## src/sv/dbls_pkg.sv

```systemverilog
`default_nettype none

package dbls_pkg;

    // Grid geometry
    localparam int GRID_COLS = 320;
    localparam int GRID_ROWS = 180;
    localparam int CELLS     = GRID_COLS * GRID_ROWS;
    localparam int ADDR_W    = (CELLS > 1) ? $clog2(CELLS) : 1;
    localparam int COL_W     = (GRID_COLS > 1) ? $clog2(GRID_COLS) : 1;
    localparam int ROW_W     = (GRID_ROWS > 1) ? $clog2(GRID_ROWS) : 1;

    // Coordinates and Bresenham error term
    localparam int COORD_W = 11;
    localparam int PT_W    = COORD_W + 1;
    localparam int ERR_W   = COORD_W + 3;

    // Brush
    localparam int RAD_W        = 5;
    localparam int RADIUS_MAX   = 25;
    localparam int RADIUS_RESET = 1;
    localparam int OFS_W        = $clog2(RADIUS_MAX + 1) + 1;
    localparam int RSQ_W        = $clog2(RADIUS_MAX * RADIUS_MAX + 1);
    localparam int SQ_W         = RSQ_W + 1;

    // Cell codes and tools
    localparam int CODE_W = 2;
    localparam int TOOL_W = 2;
    localparam logic [CODE_W-1:0] CODE_AIR   = 2'd0;
    localparam logic [CODE_W-1:0] CODE_WATER = 2'd1;
    localparam logic [CODE_W-1:0] CODE_SOLID = 2'd2;
    localparam logic [TOOL_W-1:0] BRUSH_WATER = 2'd0;
    localparam logic [TOOL_W-1:0] BRUSH_SOLID = 2'd1;
    localparam logic [TOOL_W-1:0] BRUSH_ERASE = 2'd2;
    localparam logic [TOOL_W-1:0] BRUSH_NONE  = 2'd3;
    localparam logic OP_STROKE = 1'b0;
    localparam logic OP_READ   = 1'b1;

    // Stream widths
    localparam int S_TDATA_W = 48;
    localparam int M_TDATA_W = 8;

    // Command queue
    localparam int FIFO_DEPTH  = 4;
    localparam int FIFO_PTR_W  = $clog2(FIFO_DEPTH);
    localparam int FIFO_CNT_W  = $clog2(FIFO_DEPTH + 1);

    typedef enum logic [1:0] {
        CMD_READ,
        CMD_STROKE,
        CMD_NOP
    } cmd_kind_t;

    typedef struct packed {
        cmd_kind_t                 kind;
        logic signed [COORD_W-1:0] x0;
        logic signed [COORD_W-1:0] y0;
        logic signed [COORD_W-1:0] x1;
        logic signed [COORD_W-1:0] y1;
        logic signed [ERR_W-1:0]   dx_pos;
        logic signed [ERR_W-1:0]   dy_neg;
        logic                      step_x_pos;
        logic                      step_y_pos;
        logic [CODE_W-1:0]         code;
        logic [RAD_W-1:0]          radius;
        logic [RSQ_W-1:0]          rsq;
        logic [ADDR_W-1:0]         rd_addr;
        logic                      rd_on_grid;
    } cmd_t;

    typedef enum logic [2:0] {
        B_CLEAR,
        B_IDLE,
        B_READ,
        B_STAMP,
        B_STEP,
        B_DONE
    } back_state_t;

    function automatic logic on_grid(input logic signed [PT_W-1:0] px,
                                     input logic signed [PT_W-1:0] py);
        return (px >= 0) && (px < $signed(PT_W'(GRID_COLS)))
            && (py >= 0) && (py < $signed(PT_W'(GRID_ROWS)));
    endfunction

    function automatic logic [ADDR_W-1:0] cell_addr(input logic [COL_W-1:0] col,
                                                    input logic [ROW_W-1:0] row);
        return ADDR_W'(col) + ADDR_W'(ADDR_W'(GRID_COLS) * ADDR_W'(row));
    endfunction

endpackage

`default_nettype wire

```

## src/sv/dbls_front.sv

```systemverilog
`default_nettype none

module dbls_front import dbls_pkg::*; (
    input  logic                 aclk,
    input  logic                 aresetn,
    input  logic                 cfg_wr_en,
    input  logic [RAD_W-1:0]     cfg_wr_data,
    input  logic                 s_tvalid,
    output logic                 s_tready,
    input  logic [S_TDATA_W-1:0] s_tdata,
    input  logic                 s_tuser,
    input  logic                 fifo_full,
    input  logic                 engine_clearing,
    output logic                 push,
    output cmd_t                 cmd
);

    logic [RAD_W-1:0]          brush_radius_reg, brush_radius_next;
    logic signed [COORD_W-1:0] x0, y0, x1, y1;
    logic [TOOL_W-1:0]         tool;
    logic signed [PT_W-1:0]    ax, ay, adx, ady, px0, py0;

    // radius saturates on write
    always_comb begin
        brush_radius_next = brush_radius_reg;
        if (cfg_wr_en) begin
            brush_radius_next = (cfg_wr_data > RAD_W'(RADIUS_MAX)) ?
                                RAD_W'(RADIUS_MAX) : cfg_wr_data;
        end
    end

    always_ff @(posedge aclk) begin
        if (!aresetn) begin
            brush_radius_reg <= RAD_W'(RADIUS_RESET);
        end else begin
            brush_radius_reg <= brush_radius_next;
        end
    end

    assign x0   = $signed(s_tdata[COORD_W-1:0]);
    assign y0   = $signed(s_tdata[2*COORD_W-1:COORD_W]);
    assign x1   = $signed(s_tdata[3*COORD_W-1:2*COORD_W]);
    assign y1   = $signed(s_tdata[4*COORD_W-1:3*COORD_W]);
    assign tool = s_tdata[4*COORD_W+TOOL_W-1:4*COORD_W];

    assign ax  = $signed({x1[COORD_W-1], x1}) - $signed({x0[COORD_W-1], x0});
    assign ay  = $signed({y1[COORD_W-1], y1}) - $signed({y0[COORD_W-1], y0});
    assign adx = (ax < 0) ? -ax : ax;
    assign ady = (ay < 0) ? ay : -ay;
    assign px0 = $signed({x0[COORD_W-1], x0});
    assign py0 = $signed({y0[COORD_W-1], y0});

    always_comb begin
        if (s_tuser == OP_READ) begin
            cmd.kind = CMD_READ;
        end else if (tool == BRUSH_NONE) begin
            cmd.kind = CMD_NOP;
        end else begin
            cmd.kind = CMD_STROKE;
        end
        cmd.x0         = x0;
        cmd.y0         = y0;
        cmd.x1         = x1;
        cmd.y1         = y1;
        cmd.dx_pos     = ERR_W'(adx);
        cmd.dy_neg     = ERR_W'(ady);
        cmd.step_x_pos = x0 < x1;
        cmd.step_y_pos = y0 < y1;
        unique case (tool) inside
            BRUSH_WATER:             cmd.code = CODE_WATER;
            BRUSH_SOLID:             cmd.code = CODE_SOLID;
            BRUSH_ERASE, BRUSH_NONE: cmd.code = CODE_AIR;
        endcase
        cmd.radius     = brush_radius_reg;
        cmd.rsq        = RSQ_W'(RSQ_W'(brush_radius_reg) * RSQ_W'(brush_radius_reg));
        cmd.rd_on_grid = on_grid(px0, py0);
        cmd.rd_addr    = cell_addr(px0[COL_W-1:0], py0[ROW_W-1:0]);
    end

    assign s_tready = !fifo_full && !engine_clearing;
    assign push     = s_tvalid && s_tready;

endmodule

`default_nettype wire

```

## config.mk

```make
export PLATFORM = sky130hd
export DESIGN_NAME = dbls_front
export DESIGN_NICKNAME = d
export VERILOG_FILES = /design/src/sv/dbls_pkg.sv /design/src/sv/dbls_front.sv
export SDC_FILE = /design/constraint.sdc
export NUM_CORES = 1
export LEC_CHECK = 0
export BUFFER_PORTS_ARGS = -buffer_cell sky130_fd_sc_hd__buf_2
export CORE_UTILIZATION = 45
export CTS_CLUSTER_SIZE = 28
export DETAILED_ROUTE_END_ITERATION = 10
export GPL_ROUTABILITY_DRIVEN = 1
export GPL_TIMING_DRIVEN = 0
export PLACE_DENSITY_LB_ADDON = 0.1
export SKIP_CTS_REPAIR_TIMING = 1
export SYNTH_ARGS = -nofsm -noshare
export SYNTH_HDL_FRONTEND = slang
export SYNTH_SLANG_ARGS = --single-unit
export TNS_END_PERCENT = 50
```

## constraint.sdc

```tcl
create_clock -name aclk -period 8.7 [get_ports aclk]
set_clock_uncertainty 0.1 [all_clocks]
set_input_delay 0.435 -clock aclk [delete_from_list [all_inputs] [get_ports aclk]]
set_output_delay 0.435 -clock aclk [all_outputs]
set_load 0.02 [all_outputs]
```

Word-level counts from Yosys, hierarchy flattened
Cells that the tools add are included.
Operators by class
  add/subtract/negate cells: 5
  $mul: 2
  order comparisons: 9
  equality and inequality tests: 3
  multiplexer cells: 6
  reduce and logical (&&, ||, !) cells: 9
Operators by type and width (number)
  less-than comparator 12 x 1 -> 1 bit, second input constant: 2
  two-way mux 12 bit: 2
  negation 12 bit: 2
  subtractor 11 x 11 -> 12 bit: 2
  >= comparator 11 x 1 -> 1 bit, second input constant: 2
  less-than comparator 11 bit: 2
  adder 9 x 16 -> 16 bit: 1
  less-than comparator 11 x 10 -> 1 bit, second input constant: 1
  less-than comparator 11 x 9 -> 1 bit, second input constant: 1
  multiplier 3 x 8 -> 10 bit, first input constant: 1
  multiplier 5 x 5 -> 10 bit: 1
  one-hot mux 2 bit (3 select lines): 1
  > comparator 5 bit, second input constant: 1
  logical AND 1 bit: 5
  two-way mux 5 bit: 1
  == test 2 bit, second input constant: 2
  two-way mux 2 bit: 2
  == test 2 x 1 -> 1 bit, second input constant: 1
  logical NOT 1 bit: 2
  logical NOT 2 bit: 1
  OR reduction 2 bit: 1
Word-level totals
  register bits after elaboration: 5
  output and inout bits: 112
  logic and storage cells: 35

Longest topological paths before layout
  depth after elaboration: 4
  mapped depth: 14
  gate-level depth less buffers: 13

Worst setup path before layout
OpenSTA, ideal clock, no wires.
  path kind: input-to-output
  from: input port s_tdata[22]
  to: output port cmd[62] in the netlist's numbering
  data arrival time: 3.509 ns
  setup slack: 4.656 ns
  stages on the path: 12
  buffers on the path: 1
  cell sequence: inv_1 > ha_1 > inv_1 > fa_1 > a211oi_1 > nor2_1 > a311o_1 > a21o_1 > a21oi_1 > xnor2_1 > nor4b_1 > buf_4
RTL lines
  start: declaration: line dbls_front.sv:10  | input logic [S_TDATA_W-1:0] s_tdata,
  end: declaration: line dbls_front.sv:15  | output cmd_t cmd

==> results_dict.tcl <==
set metrics [dict create \
    cp_max_fo 10 \
    min_path_type "in2reg" \
    tns_ns 0 \
    rsz0062_at_grt "false" \
    core_sq_um 6940 \
    cpPeakStageDelay_ns 0.50 \
    p_per_area_nw_per_um2 109 \
    io_pins 172 \
    yosysMostFrequentCell "buf_4" \
    drv_slew 0 \
    grt_first_pass_wirelength_mm 12.9 \
    grt_usage_pct 20.5 \
    postSynthNetCount 569 \
    syn_inst 451 \
    arrival_ns 3.78 \
    finalNonFillerCells 718 \
    grt_pass1_vias 3081 \
    power_w 0.000469 \
    num-nets-final 741 \
    clk_pin_slew_ns 0.04 \
    die_area_sq_um 7650 \
    final_layout_size_suffix_gt1_share_pct 38.4 \
    ant_nets 0 \
    place_hpwl_mm 7.11 \
    crit_type "reg2out" \
    crit_family "adder cells" \
    initial_utilization_pct 47.4 \
    maxCapViolations 0 \
    syn_to_final_growth_pct 30.4 \
    async_flop_share_pct 0 \
    crit_required_ns 8.17 \
    grt_overflow_total 0 \
    antenna_found_initial 0 \
    synth.area.top_cells "ha_1 19%, buf_4 13%, xnor2_1 9.3%" \
    antenna_cells 0 \
    setup_viol 0 \
    ys.warnings.count 0 \
    insertion_delay_ns 0.23 \
    rows 30 \
    max_freq_mhz 232 \
    fin_ws_ns 4.38 \
    preCtsSetupSlack_ns 4.55 \
    num_vias 3534 \
    tritoncts "done" \
    placed_cells 714 \
    synth_top_area_cell "ha_1" \
    cts_buffers 3 \
    slowest_stage "fa_1" \
    synth_common_cells "57 x buf_4, 51 x ha_1, 42 x inv_1" \
    path_buf_inv 4 \
    drt_iter0_drc 88 \
    first_pass_iters 4 \
    yosysSeqAreaShare_pct 3.04 \
    routed_wl_mm 8.15 \
    largest_reg_flops 5 \
    grt_max_degree 12 \
    leakage_nw 2.39 \
    multi_input_area_sq_um 2580 \
    cp_cell_sequence "clkbuf_1 -> nand2_1 -> fa_1 -> inv_1 -> fa_1 -> ha_1 -> a31o_2 -> ha_1 -> inv_1 -> o21bai_1 -> a21o_1 -> a21oi_1 -> o21bai_1 -> xnor2_1 -> buf_2" \
    period_minus_slack_ns 4.32 \
    yosysTopAreaCellShare_pct 19.4 \
    synthFlopType "dfxtp_1" \
    dieWidth_um 87.5 \
    critPathCaptureType "primary output" \
    port_buffers 167 \
    synth_edf_count 0 \
    hold_viol 0 \
    drc 0 \
    tightest_slew_ns 0.878 \
    synth-seq-cells 5 \
    routedWlPerCell_um 11.4 \
    slew_headroom_pct 40.7 \
    vdd_drop_max_uv 102 \
    fin_crit_sh_pct 49.6 \
    cts_root_buffer "clkbuf_8" \
    clk_path_buf_depth 2 \
    nFillCells 673 \
    syn-cell-area_sq_um 3290 \
    synth.distinct_cells 54 \
    vias_per_cell 4.92 \
    fp.dieH_um 87.5 \
    status "completed" \
    ff_latch_area_sq_um 100 \
    cts.sinks 5 \
    gp_congestion 0.877 \
    cp-start-kind "register" \
    cts-htree-levels 1 \
    syn_area_per_cell_sq_um 7.29 \
]
## layout by cell type, fill, tap and decap left out, types with 4 or more instances in the layout
master,count
buf_2,167
buf_4,57
ha_1,51
inv_1,42
xnor2_1,35
nor2_1,35
a21oi_1,26
nand2_1,24
o21ai_0,17
nor2b_1,16
xor2_1,14
nand3_1,13
o21bai_1,9
and2_1,9
clkbuf_1,8
a21o_1,8
fa_1,7
dfxtp_1,5
nand2b_1,4
mux2i_1,4
o21a_1,4
a211oi_1,4
## worst paths after layout
kind	startpoint	slack [ns]	to	cells past startpoint
setup / recovery	brush_radius_reg[1]$_SDFFE_PN0P_	4.38	cmd[26]	15
hold / removal	aresetn	0.32	brush_radius_reg[0]$_SDFFE_PN1P_	2
setup reg to reg	brush_radius_reg[2]$_SDFFE_PN0P_	7.63	brush_radius_reg[2]$_SDFFE_PN0P_	3
hold reg to reg	brush_radius_reg[3]$_SDFFE_PN0P_	0.53	brush_radius_reg[3]$_SDFFE_PN0P_	2
## cells by family after synthesis
kind of cell | count (synthesis) | share of synthesized area, %
flops | 5 | 3.04
xor+xnor | 49 | 13.1
compound gates | 95 | 19.2
mux | 6 | 1.90
buf+inv | 106 | 18.6
other cells | 1 | 0.114
fa+ha+maj | 58 | 23.7
simple gates | 131 | 20.4
## metrics by stage
step	utilization, %	hold slack (ns)	instance area (sq um)
2_1_floorplan	-	0.397	3290
3_3_place_gp	61.1	0.514	4240
3_5_place_dp	61.1	0.521	4240
4_1_cts	61.8	0.311	4290
5_1_grt	61.8	0.320	4290
6_report	61.8	0.317	4290
## final cells by class
type | count | share of cell area (%)
Inverter | 42 | 3.68
Clock buffer | 4 | 1.05
Buffer | 64 | 10.6
Multi-Input combinational cell | 340 | 60.1
Timing Repair Buffer | 167 | 19.5
Sequential cell | 5 | 2.33
Tap cell | 96 | 2.80
## power by group
part           internal, W  leakage, nW  switching, W
logic             0.000160         2.32      0.000237
registers        0.0000243       0.0412    0.00000233
clock network    0.0000316       0.0228     0.0000134
total             0.000216         2.39      0.000253
## metal layers
layer	GRT usage, %	vias to the layer above	routed length (um)
met5	0	-	0
met3	1.04	7	422
met1	26.9	1570	3780
met2	37.4	114	3900
met4	3.43	0	48
li1	-	1843	-
(Power assumes the default switching activity.)
