`src/sv/dbls_pkg.sv`:
```
`default_nettype none

package dbls_pkg;

    // Grid geometry
    localparam int GRID_COLS = 320;
    localparam int GRID_ROWS = 180;
    localparam int CELLS     = GRID_COLS * GRID_ROWS;
    localparam int ADDR_W    = (CELLS > 1) ? $clog2(CELLS) : 1;
    localparam int COL_W     = (GRID_COLS > 1) ? $clog2(GRID_COLS) : 1;
    localparam int ROW_W     = (GRID_ROWS > 1) ? $clog2(GRID_ROWS) : 1;

    // Coordinates and Bresenham error term
    localparam int COORD_W = 11;
    localparam int PT_W    = COORD_W + 1;
    localparam int ERR_W   = COORD_W + 3;

    // Brush
    localparam int RAD_W        = 5;
    localparam int RADIUS_MAX   = 25;
    localparam int RADIUS_RESET = 1;
    localparam int OFS_W        = $clog2(RADIUS_MAX + 1) + 1;
    localparam int RSQ_W        = $clog2(RADIUS_MAX * RADIUS_MAX + 1);
    localparam int SQ_W         = RSQ_W + 1;

    // Cell codes and tools
    localparam int CODE_W = 2;
    localparam int TOOL_W = 2;
    localparam logic [CODE_W-1:0] CODE_AIR   = 2'd0;
    localparam logic [CODE_W-1:0] CODE_WATER = 2'd1;
    localparam logic [CODE_W-1:0] CODE_SOLID = 2'd2;
    localparam logic [TOOL_W-1:0] BRUSH_WATER = 2'd0;
    localparam logic [TOOL_W-1:0] BRUSH_SOLID = 2'd1;
    localparam logic [TOOL_W-1:0] BRUSH_ERASE = 2'd2;
    localparam logic [TOOL_W-1:0] BRUSH_NONE  = 2'd3;
    localparam logic OP_STROKE = 1'b0;
    localparam logic OP_READ   = 1'b1;

    // Stream widths
    localparam int S_TDATA_W = 48;
    localparam int M_TDATA_W = 8;

    // Command queue
    localparam int FIFO_DEPTH  = 4;
    localparam int FIFO_PTR_W  = $clog2(FIFO_DEPTH);
    localparam int FIFO_CNT_W  = $clog2(FIFO_DEPTH + 1);

    typedef enum logic [1:0] {
        CMD_READ,
        CMD_STROKE,
        CMD_NOP
    } cmd_kind_t;

    typedef struct packed {
        cmd_kind_t                 kind;
        logic signed [COORD_W-1:0] x0;
        logic signed [COORD_W-1:0] y0;
        logic signed [COORD_W-1:0] x1;
        logic signed [COORD_W-1:0] y1;
        logic signed [ERR_W-1:0]   dx_pos;
        logic signed [ERR_W-1:0]   dy_neg;
        logic                      step_x_pos;
        logic                      step_y_pos;
        logic [CODE_W-1:0]         code;
        logic [RAD_W-1:0]          radius;
        logic [RSQ_W-1:0]          rsq;
        logic [ADDR_W-1:0]         rd_addr;
        logic                      rd_on_grid;
    } cmd_t;

    typedef enum logic [2:0] {
        B_CLEAR,
        B_IDLE,
        B_READ,
        B_STAMP,
        B_STEP,
        B_DONE
    } back_state_t;

    function automatic logic on_grid(input logic signed [PT_W-1:0] px,
                                     input logic signed [PT_W-1:0] py);
        return (px >= 0) && (px < $signed(PT_W'(GRID_COLS)))
            && (py >= 0) && (py < $signed(PT_W'(GRID_ROWS)));
    endfunction

    function automatic logic [ADDR_W-1:0] cell_addr(input logic [COL_W-1:0] col,
                                                    input logic [ROW_W-1:0] row);
        return ADDR_W'(col) + ADDR_W'(ADDR_W'(GRID_COLS) * ADDR_W'(row));
    endfunction

endpackage

`default_nettype wire

```
`src/sv/dbls_cmd_fifo.sv`:
```
`default_nettype none

module dbls_cmd_fifo import dbls_pkg::*; (
    input  logic aclk,
    input  logic aresetn,
    input  logic push,
    input  cmd_t cmd_in,
    input  logic pop,
    output cmd_t cmd_out,
    output logic full,
    output logic empty
);

    cmd_t                  entry_reg [FIFO_DEPTH];
    logic [FIFO_PTR_W-1:0] wr_ptr_reg, wr_ptr_next;
    logic [FIFO_PTR_W-1:0] rd_ptr_reg, rd_ptr_next;
    logic [FIFO_CNT_W-1:0] count_reg, count_next;

    assign full    = count_reg == FIFO_CNT_W'(FIFO_DEPTH);
    assign empty   = count_reg == '0;
    assign cmd_out = entry_reg[rd_ptr_reg];

    always_comb begin
        wr_ptr_next = wr_ptr_reg;
        rd_ptr_next = rd_ptr_reg;
        count_next  = count_reg;
        if (push) begin
            wr_ptr_next = (wr_ptr_reg == FIFO_PTR_W'(FIFO_DEPTH - 1)) ?
                          '0 : wr_ptr_reg + FIFO_PTR_W'(1);
        end
        if (pop) begin
            rd_ptr_next = (rd_ptr_reg == FIFO_PTR_W'(FIFO_DEPTH - 1)) ?
                          '0 : rd_ptr_reg + FIFO_PTR_W'(1);
        end
        case ({push, pop})
            2'b10:   count_next = count_reg + FIFO_CNT_W'(1);
            2'b01:   count_next = count_reg - FIFO_CNT_W'(1);
            default: count_next = count_reg;
        endcase
    end

    always_ff @(posedge aclk) begin
        if (!aresetn) begin
            wr_ptr_reg <= '0;
            rd_ptr_reg <= '0;
            count_reg  <= '0;
        end else begin
            wr_ptr_reg <= wr_ptr_next;
            rd_ptr_reg <= rd_ptr_next;
            count_reg  <= count_next;
        end
    end

    always_ff @(posedge aclk) begin
        if (push) begin
            entry_reg[wr_ptr_reg] <= cmd_in;
        end
    end

    a_no_overflow: assert property (@(posedge aclk) disable iff (!aresetn)
        push |-> !full)
        else $error("command queue written while full");

    a_no_underflow: assert property (@(posedge aclk) disable iff (!aresetn)
        pop |-> !empty)
        else $error("command queue read while empty");

endmodule

`default_nettype wire

```
`config.mk`:
```
export PLATFORM = sky130hd
export DESIGN_NAME = dbls_cmd_fifo
export DESIGN_NICKNAME = d
export VERILOG_FILES = /design/src/sv/dbls_pkg.sv /design/src/sv/dbls_cmd_fifo.sv
export SDC_FILE = /design/constraint.sdc
export NUM_CORES = 1
export LEC_CHECK = 0
export BUFFER_PORTS_ARGS = -buffer_cell sky130_fd_sc_hd__buf_2
export CORE_ASPECT_RATIO = 1.5
export CORE_UTILIZATION = 25
export CTS_CLUSTER_SIZE = 14
export DETAILED_ROUTE_END_ITERATION = 7
export GPL_TIMING_DRIVEN = 0
export SETUP_SLACK_MARGIN = 0.5
export SLEW_MARGIN = 20
export SYNTH_ARGS = -nofsm -noshare
export SYNTH_HDL_FRONTEND = slang
export SYNTH_SLANG_ARGS = --single-unit
```
`constraint.sdc`:
```
create_clock -name aclk -period 4.1 [get_ports aclk]
set_input_delay 0.205 -clock aclk [delete_from_list [all_inputs] [get_ports aclk]]
set_output_delay 0.205 -clock aclk [all_outputs]
set_load 0.01 [all_outputs]
```
## After elaboration in Yosys (flattened, before gate mapping)

Memories as Yosys holds them, arrays and structs flattened. A register that Yosys moved wholly into a read port is not among the register bits.
Cells that the tools add are included.

| word-level totals | value |
|---|---|
| output and inout bits | 112 |
| input port bits | 114 |
| bits in registers | 7 |
| bits in writable memories | 440 |
| word-level logic and storage cells | 22 |
| memories | 1 |

Memory list:

| name | depth | bits a word | rd ports | clocked after Yosys merged registers in | wr ports | line | source |
|---|---|---|---|---|---|---|---|
| entry_reg | 4 | 110 | 1 | 1 | 1 | dbls_cmd_fifo.sv:14 | `cmd_t entry_reg [FIFO_DEPTH];` |

| cells by class | value |
|---|---|
| muxes and demuxes | 7 |
| $add $sub $neg | 4 |
| eq/ne operators | 5 |
| reductions and logical operators | 2 |

Operator list:

| kind | number |
|---|---|
| two-way mux 2 bit | 4 |
| == test 2 bit (second input constant) | 3 |
| one-hot mux 3 bit (2 select lines) | 1 |
| adder 2 x 1 -> 2 bit (second input constant) | 2 |
| adder 3 x 1 -> 3 bit (second input constant) | 1 |
| == test 3 bit (second input constant) | 1 |
| logical NOT 3 bit | 1 |
| subtractor 3 x 1 -> 3 bit (second input constant) | 1 |
| == test 2 x 1 -> 1 bit (second input constant) | 1 |
| two-way mux 1 bit | 2 |
| nonzero test 2 bit | 1 |

## Logic depth before layout (Yosys ltp)

Gate-level depths: netlist of the first run.

| logic depth | value |
|---|---|
| depth in word-level cells | 4 |
| mapped depth | 7 |

## Least setup slack after synthesis of the first run

OpenSTA, ideal clock, no wires.

| timing | value |
|---|---|
| kind | register to register |
| from | register wr_ptr_reg[0] |
| to | memory entry_reg[3][0] (netlist name), enable pin |
| data arrival time | 3,081 ps |
| data required time | 3,619 ps |
| buffers on the path | 0 |
| stages on the path, launching flop included | 3 |
| slack | 538 ps |
| library setup time | 481 ps |
| path through | dfxtp_1 > ha_1 > and2_1 |

RTL lines:

| item | line | source |
|---|---|---|
| start, declared | dbls_cmd_fifo.sv:15 | `logic [FIFO_PTR_W-1:0] wr_ptr_reg, wr_ptr_next;` |
| start signal, assigned | dbls_cmd_fifo.sv:48 | `wr_ptr_reg <= wr_ptr_next;` |
| end, declared | dbls_cmd_fifo.sv:14 |  |

No word-level cell before the write port.

==> flow_metrics.py, run 1 <==
metrics = {
    "floorplanning": {
        "die_x_um": 211,
        "dieArea_um2": 66400,
        "core-area_um2": 64500,
        "die_h_um": 315,
        "num_rows": 114,
        "pin_count": 226,
        "start_util_pct": 25.3,
    },
    "yosys": {
        "synth.most_common_cell": "edfxtp_1",
        "synth_fp_nets": 742,
        "synth_cell_types": 23,
        "ys.flop_type": "edfxtp_1",
        "netlist_instances": 621,
        "synth_area_leader_cell": "edfxtp_1",
        "syn_area_um2": 16300,
        "syn_avg_cell_area_um2": 26.3,
        "synth.top_cell.area_share_pct": 80.9,
        "synthTopCellsByArea": "edfxtp_1 (81%), mux4_2 (15%), dfxtp_1 (1.1%), buf_6 (0.76%), ha_1 (0.46%)",
        "synth_edf_count": 440,
        "ys_ff_latch": 449,
        "netlist_top_cells_count": "edfxtp_1 (440), mux4_2 (110), buf_2 (11), buf_6 (11), dfxtp_1 (9)",
        "synth-seq-area-share_pct": 82.0,
        "synth_warnings": 0,
        "ys_async_sr_fraction_pct": 0,
    },
    "drt": {
        "wl_mm": 34.7,
        "drc": 0,
        "final_antenna_net_count": 0,
        "dr.pass1.iters": 4,
        "avgRoutedWirePerCell_um": 18.1,
        "via_per_inst": 4.06,
        "vias": 7791,
        "drt_iter0_markers": 375,
    },
    "cts": {
        "cts_hold_buf": 113,
        "clk_path_buf_depth": 3,
        "cts_tree": "built",
        "cts_setup_buffers": 0,
        "clock_latency_ps": 560,
        "cts_buffers": 44,
        "htree_levels": 2,
        "path_clk_slew_ps": 60,
        "post_cts_resized": 0,
        "clock_sink_count": 449,
        "cts_root_buf": "clkbuf_16",
    },
    "timing": {
        "period_minus_slack_ps": 2600,
        "setup_viol": 0,
        "relSlewSlack_pct": 55.8,
        "fmax_mhz": 385,
        "slew_violations": 0,
        "clock_skew_ps": 11.1,
        "layout_setup_ws_ps": 1500,
        "rsz0062_at_grt": "false",
        "final_hold_viol_count": 0,
        "worstMarginPinSlew_ps": 664,
        "min_period_over_period_pct": 63.4,
    },
    "layout": {
        "drive_gt1_share_pct": 41.5,
        "antennaDiodeCount": 0,
        "largest_reg_flops": 440,
        "layout.nets": 1138,
        "syn2layout_area_growth_pct": 30.9,
    },
    "grt": {
        "antenna_found_initial": 1,
        "grt_max_degree": 43,
        "grt_pass1_wl_mm": 51.9,
        "grt_use_total_pct": 10.5,
        "grt_pass1_vias": 8665,
        "overflow": 0,
    },
    "critical_path": {
        "cpMaxStageDelayCell": "mux4_2",
        "critPathTopFamily": "buffers and inverters",
        "required_ps": 3890,
        "end_kind": "output port",
        "critPathKind": "reg -> out",
        "crit_fanout": 10,
        "cp-start-kind": "register",
        "crit_chain": "clkbuf_2 -> buf_2 -> mux4_2 -> buf_2",
        "worst_path_most_repeated_cell": "buf_2",
        "path_buf_inv": 3,
        "max_stage_delay_ps": 460,
        "arrival_ps": 2390,
        "reg2reg_from": "wr_ptr_reg[0]",
    },
    "pwr": {
        "peakVddDrop_v": 0.000374,
        "power_uw": 10300,
        "leakage_uw": 0.00715,
        "power_density_nw_per_um2": 479,
    },
    "hold_path": {
        "worstHoldStart": "cmd_in[109]",
        "hp-class": "in -> reg",
    },
    "status": {
        "run_status": "finished, final reports clean",
    },
    "placement": {
        "place_ws_ps": 1970,
        "port-buffer-count": 225,
        "gp_congestion": 0.688,
        "dpl.hpwl_mm": 22.2,
    },
    "run": {
        "max_cap_viol_count": 0,
    },
}
## worst reg2reg max path, cell delays in order, from the launching register on
cell,delay (ps)
dfxtp_1,400
ha_1,200
and2_4,460
buf_12,280
buf_12,230
## metal layers
metal  GRT usage (%)  part of all wire [%]  up-vias
met5               0                     0        -
met4            4.27                   2.9        0
met3            2.37                   4.7       51
met2            19.0                    53      175
met1            11.9                    40     4097
li1                -                     -     3468
## report_power, final
group	switching [µW]	leakage, µW	total, µW	internal (µW)
registers	38.7	0.00412	5270	5230
clock network	1640	0.000697	4020	2380
logic	495	0.00234	961	466
## cells by family (layout without fill, tap and decap cells)
| family | count (synthesis) | after routing | share of synthesized area, % |
|---|---|---|---|
| adders and majority gates | 7 | 7 | 0.582 |
| muxes | 112 | 112 | 15.3 |
| xor gates and xnor gates | 2 | 2 | 0.107 |
| and+or+nand+nor | 16 | 16 | 0.605 |
| DFF | 449 | 449 | 82.0 |
| AOI/OAI and AO/OA | 5 | 5 | 0.184 |
| buffers and inverters | 30 | 457 | 1.28 |
## layout make-up
type / instances / area [µm²]
fillers: 6163 / 43100
flip-flops and latches: 449 / 13400
multi-input cells: 142 / 2750
plain buffers: 24 / 188
clock inverters: 23 / 270
repair buffers: 350 / 2520
clock buffers: 54 / 1160
well taps: 870 / 1090
inverters: 6 / 22.5
## stage by stage
step	instances	setup TNS [ps]	cell area, µm²	hold slack [ps]	util, %
after floorplan	621	0	16300	304	-
after global placement	1716	-813630	18600	414	28.8
after detailed placement	1728	0	18800	422	29.2
after CTS	1918	0	21400	341	33.2
after global routing	1918	0	21400	361	33.2
final	1918	0	21400	395	33.2
## final timing paths
check                      endpoint  depth (start not counted)  slack [ps]
setup / recovery        cmd_out[80]                          4        1500
hold reg to reg        count_reg[2]                          2         540
setup reg to reg   entry_reg[3][48]                          4        2190
hold / removal    entry_reg[1][109]                          2         390
## layout by cell type, fill, tap and decap left out
cell and count:
edfxtp_1 440, buf_2 236, dlygate4sd3_1 113, mux4_2 110
clkbuf_16 45, buf_6 11, clkbuf_1 10, dfxtp_1 9
buf_12 9, clkinv_1 7, inv_1 6, ha_1 6
bufinv_16 6, clkinv_2 6, and2_4 4, nor2b_1 4
clkinv_4 3, buf_16 3, and2_1 2, nor3b_1 2
o21ai_0 2, mux2i_1 2, clkbuf_2 1, nor3_1 1
and3_1 1, xnor2_1 1, a21oi_1 1, o21a_1 1
nand2_1 1, xor2_1 1, or3_1 1, a21boi_0 1
fa_1 1, clkinvlp_4 1
Note: power is estimated with default switching activity, not from simulation.
==> run 2, diff against run 1 <==
Clock period 4.1 ns to 2.3 ns, I/O delays scaled along.
==> flow_metrics.py, run 2 (synthesized netlist as in run 1, its figures left out) <==
metrics = {
    "grt": {
        "grt_pass1_vias": 8776,
        "antenna_found_initial": 5,
        "grt_pass1_wl_mm": 53.8,
        "grt_max_degree": 42,
        "overflow": 0,
        "grt_use_total_pct": 11.1,
    },
    "floorplanning": {
        "core-area_um2": 64500,
        "dieArea_um2": 66400,
        "num_rows": 114,
        "die_h_um": 315,
        "start_util_pct": 25.3,
        "die_x_um": 211,
        "pin_count": 226,
    },
    "critical_path": {
        "cpMaxStageDelayCell": "mux4_2",
        "cp-start-kind": "register",
        "arrival_ps": 2050,
        "crit_chain": "buf_12 -> buf_12 -> mux4_2 -> buf_2",
        "reg2reg_from": "wr_ptr_reg[0]",
        "worstRegToRegCells": 4,
        "path_buf_inv": 3,
        "required_ps": 2180,
        "r2r_slack_ps": 580,
        "max_stage_delay_ps": 530,
        "worst_path_most_repeated_cell": "buf_12",
        "rr_endpoint": "entry_reg[3][69]",
        "crit_fanout": 10,
        "critPathKind": "reg -> out",
        "critPathTopFamily": "buffers and inverters",
        "end_kind": "output port",
    },
    "hold_path": {
        "whs_endpoint": "entry_reg[2][105]",
        "worstHoldStart": "cmd_in[105]",
        "hp-class": "in -> reg",
        "hold_depth": 2,
    },
    "pwr": {
        "power_density_nw_per_um2": 836,
        "peakVddDrop_v": 0.000634,
        "p_sw_share_pct": 21.9,
        "p_sw_uw": 4030,
        "p_int_uw": 14400,
        "leakage_uw": 0.00739,
        "p_clk_share_pct": 38.3,
        "power_frac_comb_pct": 10.6,
        "seqPwrFrac_pct": 51.1,
    },
    "drt": {
        "vias": 7893,
        "drt_iter0_markers": 434,
        "final_antenna_net_count": 0,
        "wl_mm": 37.1,
        "met1_length_mm": 15.0,
        "dr.pass1.iters": 4,
        "dr_wl_met2_mm": 19.2,
        "wl_met3_mm": 1.88,
        "via_per_inst": 4.09,
        "highest_layer": "met5",
        "drc": 0,
        "avgRoutedWirePerCell_um": 19.2,
    },
    "timing": {
        "fmax_mhz": 462,
        "period_minus_slack_ps": 2160,
        "rsz0062_at_grt": "true",
        "final_hold_viol_count": 0,
        "worstMarginPinSlew_ps": 595,
        "relSlewSlack_pct": 60.3,
        "layout_setup_ws_ps": 136,
        "setup_viol": 0,
        "clock_skew_ps": 10.5,
        "timing.hold.ws_ps": 291,
        "min_period_over_period_pct": 94.1,
        "slew_violations": 0,
    },
    "placement": {
        "dp.cells": 1727,
        "dpl.hpwl_mm": 22.1,
        "dpl-instance-area_um2": 18900,
        "gp_congestion": 0.661,
        "port-buffer-count": 225,
        "place_ws_ps": 323,
    },
    "layout": {
        "final_area_um2": 22000,
        "largest_reg_flops": 440,
        "antennaDiodeCount": 0,
        "final_cell_mix": "edfxtp_1 (440), buf_2 (195), dlygate4sd3_1 (114)",
        "stdcell_count": 1931,
        "drive_gt1_share_pct": 42.5,
        "final_common_cell": "edfxtp_1",
        "layout.nets": 1149,
        "syn2layout_area_growth_pct": 34.7,
        "final_util_pct": 34.1,
    },
    "cts": {
        "htree_levels": 2,
        "clk_path_buf_depth": 3,
        "path_clk_slew_ps": 60,
        "clock_latency_ps": 570,
        "clock_sink_count": 449,
        "cts_buffers": 44,
        "cts_tree": "built",
        "cts_root_buf": "clkbuf_16",
    },
    "run": {
        "max_cap_viol_count": 0,
    },
    "status": {
        "run_status": "finished, final reports clean",
    },
}
==> run 2: cell count changes in the layout (fill, tap and decap cells not counted), moves of 2 or more <==
cell       change
clkbuf_16      +3
buf_4         +12
clkinv_1       -3
bufinv_16      -3
buf_6         +19
buf_16        +12
inv_6          +2
inv_8          +2
buf_2         -41
bufbuf_16      +3
clkbuf_8       +3
==> run 2: how the worst max path moves through the flow <==
stage | from | endpoint | slack, ps | cells after the start
finish | register | cmd_out[11] | 140 | 4
global route | register | cmd_out[11] | 30 | 4
CTS | register | cmd_out[35] | 20 | 4
detailed placement | register | cmd_out[79] | 320 | 4
global placement | wr_ptr_reg[0] | entry_reg[0][66] | -270 | 3
floorplan | wr_ptr_reg[0] | entry_reg[3][0] | 520 | 2
==> run 2: per-layer routing <==
layer	up-vias	global-route usage (%)
met4	6	4.17
met2	205	19.7
met5	-	0
met3	59	2.75
li1	3500	-
met1	4123	12.8
==> run 2: power groups by stage <==
| stage | clock, µW | sequential [µW] | combinational, µW |
|---|---|---|---|
| floorplan | 0 | 9560 | 854 |
| global placement | 0 | 9570 | 1520 |
| detailed placement | 0 | 9580 | 1620 |
| CTS | 7330 | 9400 | 1900 |
| global route | 7580 | 9420 | 2100 |
| finish | 7050 | 9400 | 1950 |
==> run 2: per-stage QoR <==
stage               total power, µW  TNS [ps]
finish                        18400         0
global route                  19100         0
CTS                           18600         0
detailed placement            11200         0
global placement              11100   -108250
floorplan                     10400         0
==> run 2: layout make-up <==
| type | count | area (µm²) |
|---|---|---|
| plain buffers | 24 | 348 |
| fillers | 6129 | 42500 |
| repair buffers | 360 | 3000 |
| clock buffers | 57 | 1190 |
| inverters | 6 | 22.5 |
| clock inverters | 22 | 216 |
| flip-flops and latches | 449 | 13400 |
| well taps | 870 | 1090 |
| multi-input cells | 143 | 2760 |
==> run 2: repair_timing <==
item                                    CTS  global route
endpoints found under the setup margin  201           115
gates cloned                              6             3
buffers inserted                          2             0
hold buffers                            114             0
hold endpoints to repair                449             0
resized for setup                        41            46
